==> src/sv/cnr_pkg.sv <==
// Shared types and constants for the chunk neighbor relocate block.
// No dependencies.
package cnr_pkg;

	localparam int CNR_NUM_CHUNKS = 1024;
	localparam int CNR_CHUNK_EDGE = 4;
	localparam int POS_W = 8;
	localparam int CHUNK_W = 10;
	localparam int SIDE_W = 3;
	localparam int LINK_SLOTS = 6;

	localparam logic OP_WRITE = 1'b0;
	localparam logic OP_RELOCATE = 1'b1;

	typedef enum logic [1:0] {
		AXIS_X = 2'd0,
		AXIS_Y = 2'd1,
		AXIS_Z = 2'd2
	} axis_t;

	// controller to datapath
	typedef struct packed {
		logic wr;
		logic load;
		logic rd;
		logic hop;
		logic next_axis;
		logic fail;
		logic emit;
	} cnr_cmd_t;

	// datapath to controller
	typedef struct packed {
		logic below;
		logic above;
		logic cur_bad;
		logic link_bad;
		logic last_axis;
		logic out_free;
	} cnr_stat_t;

endpackage

==> src/sv/cnr_ctrl.sv <==
// Controller for the chunk neighbor relocate block: walk sequencing.
// Depends on cnr_pkg.
module cnr_ctrl
	import cnr_pkg::*;
(
	input  logic      clk,
	input  logic      arst_n,
	input  logic      in_valid,
	input  logic      opcode,
	output logic      in_stall,
	input  cnr_stat_t stat,
	output cnr_cmd_t  cmd
);

	typedef enum logic [3:0] {
		S_IDLE = 4'b0001,
		S_WALK = 4'b0010,
		S_LINK = 4'b0100,
		S_EMIT = 4'b1000
	} state_t;

	state_t state_q, state_d;

	assign in_stall = (state_q != S_IDLE);

	always_comb begin
		state_d = state_q;
		cmd = '0;
		unique case (state_q)
			S_IDLE: begin
				if (in_valid) begin
					if (opcode == OP_RELOCATE) begin
						cmd.load = 1'b1;
						state_d = S_WALK;
					end else begin
						cmd.wr = 1'b1;
					end
				end
			end
			S_WALK: begin
				if (stat.below || stat.above) begin
					if (stat.cur_bad) begin
						cmd.fail = 1'b1;
						state_d = S_EMIT;
					end else begin
						cmd.rd = 1'b1;
						state_d = S_LINK;
					end
				end else if (stat.last_axis) begin
					state_d = S_EMIT;
				end else begin
					cmd.next_axis = 1'b1;
				end
			end
			S_LINK: begin
				if (stat.link_bad) begin
					cmd.fail = 1'b1;
					state_d = S_EMIT;
				end else begin
					cmd.hop = 1'b1;
					state_d = S_WALK;
				end
			end
			S_EMIT: begin
				if (stat.out_free) begin
					cmd.emit = 1'b1;
					state_d = S_IDLE;
				end
			end
			default: begin
				state_d = S_IDLE;
			end
		endcase
	end

	always_ff @(posedge clk or negedge arst_n) begin
		if (!arst_n) begin
			state_q <= S_IDLE;
		end else begin
			state_q <= state_d;
		end
	end

endmodule

==> config.mk <==
export PLATFORM = sky130hd
export DESIGN_NAME = cnr_ctrl
export DESIGN_NICKNAME = d
export VERILOG_FILES = /design/src/sv/cnr_pkg.sv /design/src/sv/cnr_ctrl.sv
export SDC_FILE = /design/constraint.sdc
export NUM_CORES = 1
export LEC_CHECK = 0
export BUFFER_PORTS_ARGS = -buffer_cell sky130_fd_sc_hd__clkbuf_2
export CAP_MARGIN = 20
export CORE_AREA = 4 4 41 43
export CTS_BUF_LIST = sky130_fd_sc_hd__clkbuf_8
export CTS_CLUSTER_DIAMETER = 200
export DETAILED_ROUTE_END_ITERATION = 8
export DIE_AREA = 0 0 45 47
export SLEW_MARGIN = 5
export SYNTH_ARGS = -nofsm -noshare
export SYNTH_HDL_FRONTEND = slang
export SYNTH_SLANG_ARGS = --single-unit
==> constraint.sdc <==
create_clock -name clk -period 1.61 [get_ports clk]
set_input_delay 0.0805 -clock clk [delete_from_list [all_inputs] [get_ports clk]]
set_output_delay 0.0805 -clock clk [all_outputs]
set_load 0.02 [all_outputs]
==> flow_summary.ini <==
[run_status]
status = finished with violations
violations = setup timing

[timing]
worstMarginPinSlew_ps = 383
fmax_mhz = 549
slew_viol_final = 0
setup-violations-final = 8
fin_worst_skew_ps = 0.362
period_needed_ps = 1820
maxSlewHeadroom_pct = 74.4
hold_viol_final = 0
hold_slack_ps = 118
timing.final.ws_setup_ps = -212
min_period_over_period_pct = 113
rsz0062_at_grt = true

[route]
wirelength_um = 1050
dr.pass1.iters = 4
via_count = 442
viasPerCell = 4.91
drtIter0Drc = 2
drc = 0
wl_per_cell_um = 11.7
antenna_left = 0

[synthesis]
synth-edff-count = 0
yosysWarnings = 0
synth_cell_type_count = 23
synth_most_common_cell = nand2_1
yosys-top-cells-area = dfrtp_1 23%, nand2_1 9.1%, dfstp_2 7.9%
synth.yosys.seq_area_share_pct = 30.6
synthArstFlopShare_pct = 100
ys_ff_latch = 4
syn_nets = 54
syn_area_um2 = 332
synthTopCellsByCount = 8 x nand2_1, 5 x nor2_1, 3 x dfrtp_1, 3 x nor3_1, 3 x o21ai_0
synth_top_area_share_pct = 22.6
syn_avg_cell_area_um2 = 7.54
ys.flop_type = dfrtp_1
yosys.area.top_type = dfrtp_1
syn_inst = 44

[critical_path]
crit_arrival_ps = 1740
rr_endpoint = state_q[1]$_DFFE_PN0P_
crit_path_end = cmd[2]
end_kind = output port
r2r-start = state_q[3]$_DFFE_PN0P_
required_ps = 1530
worst-r2r-cell-count = 5
cp-start-kind = flop
rrSetupSlack_ps = -190
path_max_fanout = 2
path_class = flop to output port
startpoint = state_q[3]$_DFFE_PN0P_

[global_routing]
grt_first_pass_wirelength_um = 1520
grt_overflow = 0
antenna_found_initial = 0
grt_max_degree = 9
track_usage_pct = 10.5
grt_pass1_vias = 424

[layout]
layout-drive-gt1-share_pct = 57.3
antenna_cells = 0
largest_reg_flops = 4
reg_top3 = state_q (4)
max_flop_register = state_q
area_growth_syn_to_layout_pct = 99.6
final_nets = 86

[power]
vdd_drop_max_uv = 804
power.total_mw = 1.11
power_density_nw_per_um2 = 1680
cellLeakagePower_nw = 0.336

[clocking]
cts-root-buf = clkbuf_8
clock-sinks = 4
insertion_delay_ps = 220
clk_pin_slew_ps = 30
htreeDepth = 1
numCtsBuffers = 3
cts_tree = built
clk_path_buf_depth = 2

[placement]
gp_congestion = 0.817
portBuffers = 17
hpwlAfterDp_um = 659

[run]
maxCapViolCount = 0

[floorplan]
die_y_um = 47
num_rows = 13
start_util_pct = 25.5
design.portCount = 18
dieArea_um2 = 2120
die_w_um = 45
coreArea_um2 = 1300

[hold_path]
hold_path.class = input pin to flop
## area by class of cell
class | instances | area [um2]
Fill cell | 129 | 639
Multi-Input combinational cell | 35 | 253
Timing Repair Buffer | 30 | 236
Sequential cell | 4 | 101
Clock buffer | 3 | 41.3
Tap cell | 15 | 18.8
Inverter | 2 | 7.51
Clock inverter | 1 | 3.75
## metrics by stage
| step | setup TNS, ps | utilization, % | setup WS, ps | area, um2 | std cells |
|---|---|---|---|---|---|
| global route | -1450 | 50.9 | -242 | 662 | 90 |
| global placement | -61.2 | 35.3 | -33.6 | 459 | 79 |
| CTS | -980 | 45.0 | -232 | 586 | 87 |
| detailed placement | -96.4 | 35.3 | -73.0 | 459 | 79 |
| finish | -967 | 50.9 | -212 | 662 | 90 |
| floorplan | -341 | - | -154 | 332 | 44 |
## where the power goes
part / total, mW / switching [mW] / internal [mW]
registers: 0.163 / 0.0172 / 0.146
clock network: 0.221 / 0.0583 / 0.163
logic: 0.727 / 0.339 / 0.388
total: 1.11 / 0.415 / 0.697
## how the worst min path moves through the flow
stage          startpoint                     end  slack [ps]  depth (start not counted)
3_3_place_gp       arst_n  state_q[2]$_DFFE_PN0P_        -110                          1
2_1_floorplan      arst_n  state_q[1]$_DFFE_PN0P_        -220                          0
6_report          stat[3]  state_q[2]$_DFFE_PN0P_         120                          2
3_5_place_dp       arst_n  state_q[3]$_DFFE_PN0P_        -110                          1
5_1_grt           stat[3]  state_q[2]$_DFFE_PN0P_         130                          2
4_1_cts           stat[3]  state_q[2]$_DFFE_PN0P_          90                          2
## critical path, stage by stage, from the launching register on
cell     delay (ps)
dfrtp_1         370
or4b_4          520
or4_4           440
inv_2            80
buf_8           100
## timing repair
item                                    in CTS  in global routing
hold endpoints to repair                     4                  0
pin swaps                                    1                  7
hold buffers                                 1                  0
buffers inserted                             3                  5
resized for setup                           11                 20
endpoints found under the setup margin       7                  8
## cell usage in the layout (no fill, tap or decap)
cell type      instances
dfrtp_1                3
xor2_1                 1
or4_4                  1
nand3_1                1
nor4b_2                1
nor2_1                 4
nor4_1                 1
nor3_4                 1
dfstp_2                1
o21ai_2                1
clkbuf_2              11
or4b_4                 1
nand2_1                7
clkbuf_8               4
mux2i_1                1
o21a_1                 1
and2_1                 1
dlygate4sd3_1          1
nor2_2                 1
nand2b_1               2
buf_8                  1
o21ai_0                3
nor4b_4                1
nor3_1                 2
nand2_4                1
buf_4                 10
buf_6                  6
inv_1                  2
a31oi_1                2
and3_4                 1
inv_2                  1
## layer usage
layer | vias to the layer above | track usage (%) | part of all wire, %
met5 | - | 0 | 0
met4 | 0 | 12.3 | 4.0
met3 | 5 | 1.15 | 4.4
met2 | 17 | 17.2 | 52
met1 | 205 | 10.8 | 39
li1 | 215 | - | -
## kinds of logic after synthesis
group / Yosys count / share of synthesized area, %
mux: 1 / 3.02
xor+xnor: 1 / 2.64
flops: 4 / 30.6
simple gates: 26 / 43.0
buf+inv: 5 / 8.68
compound gates: 7 / 12.1
No activity file was read; power rests on OpenSTA's default activity.
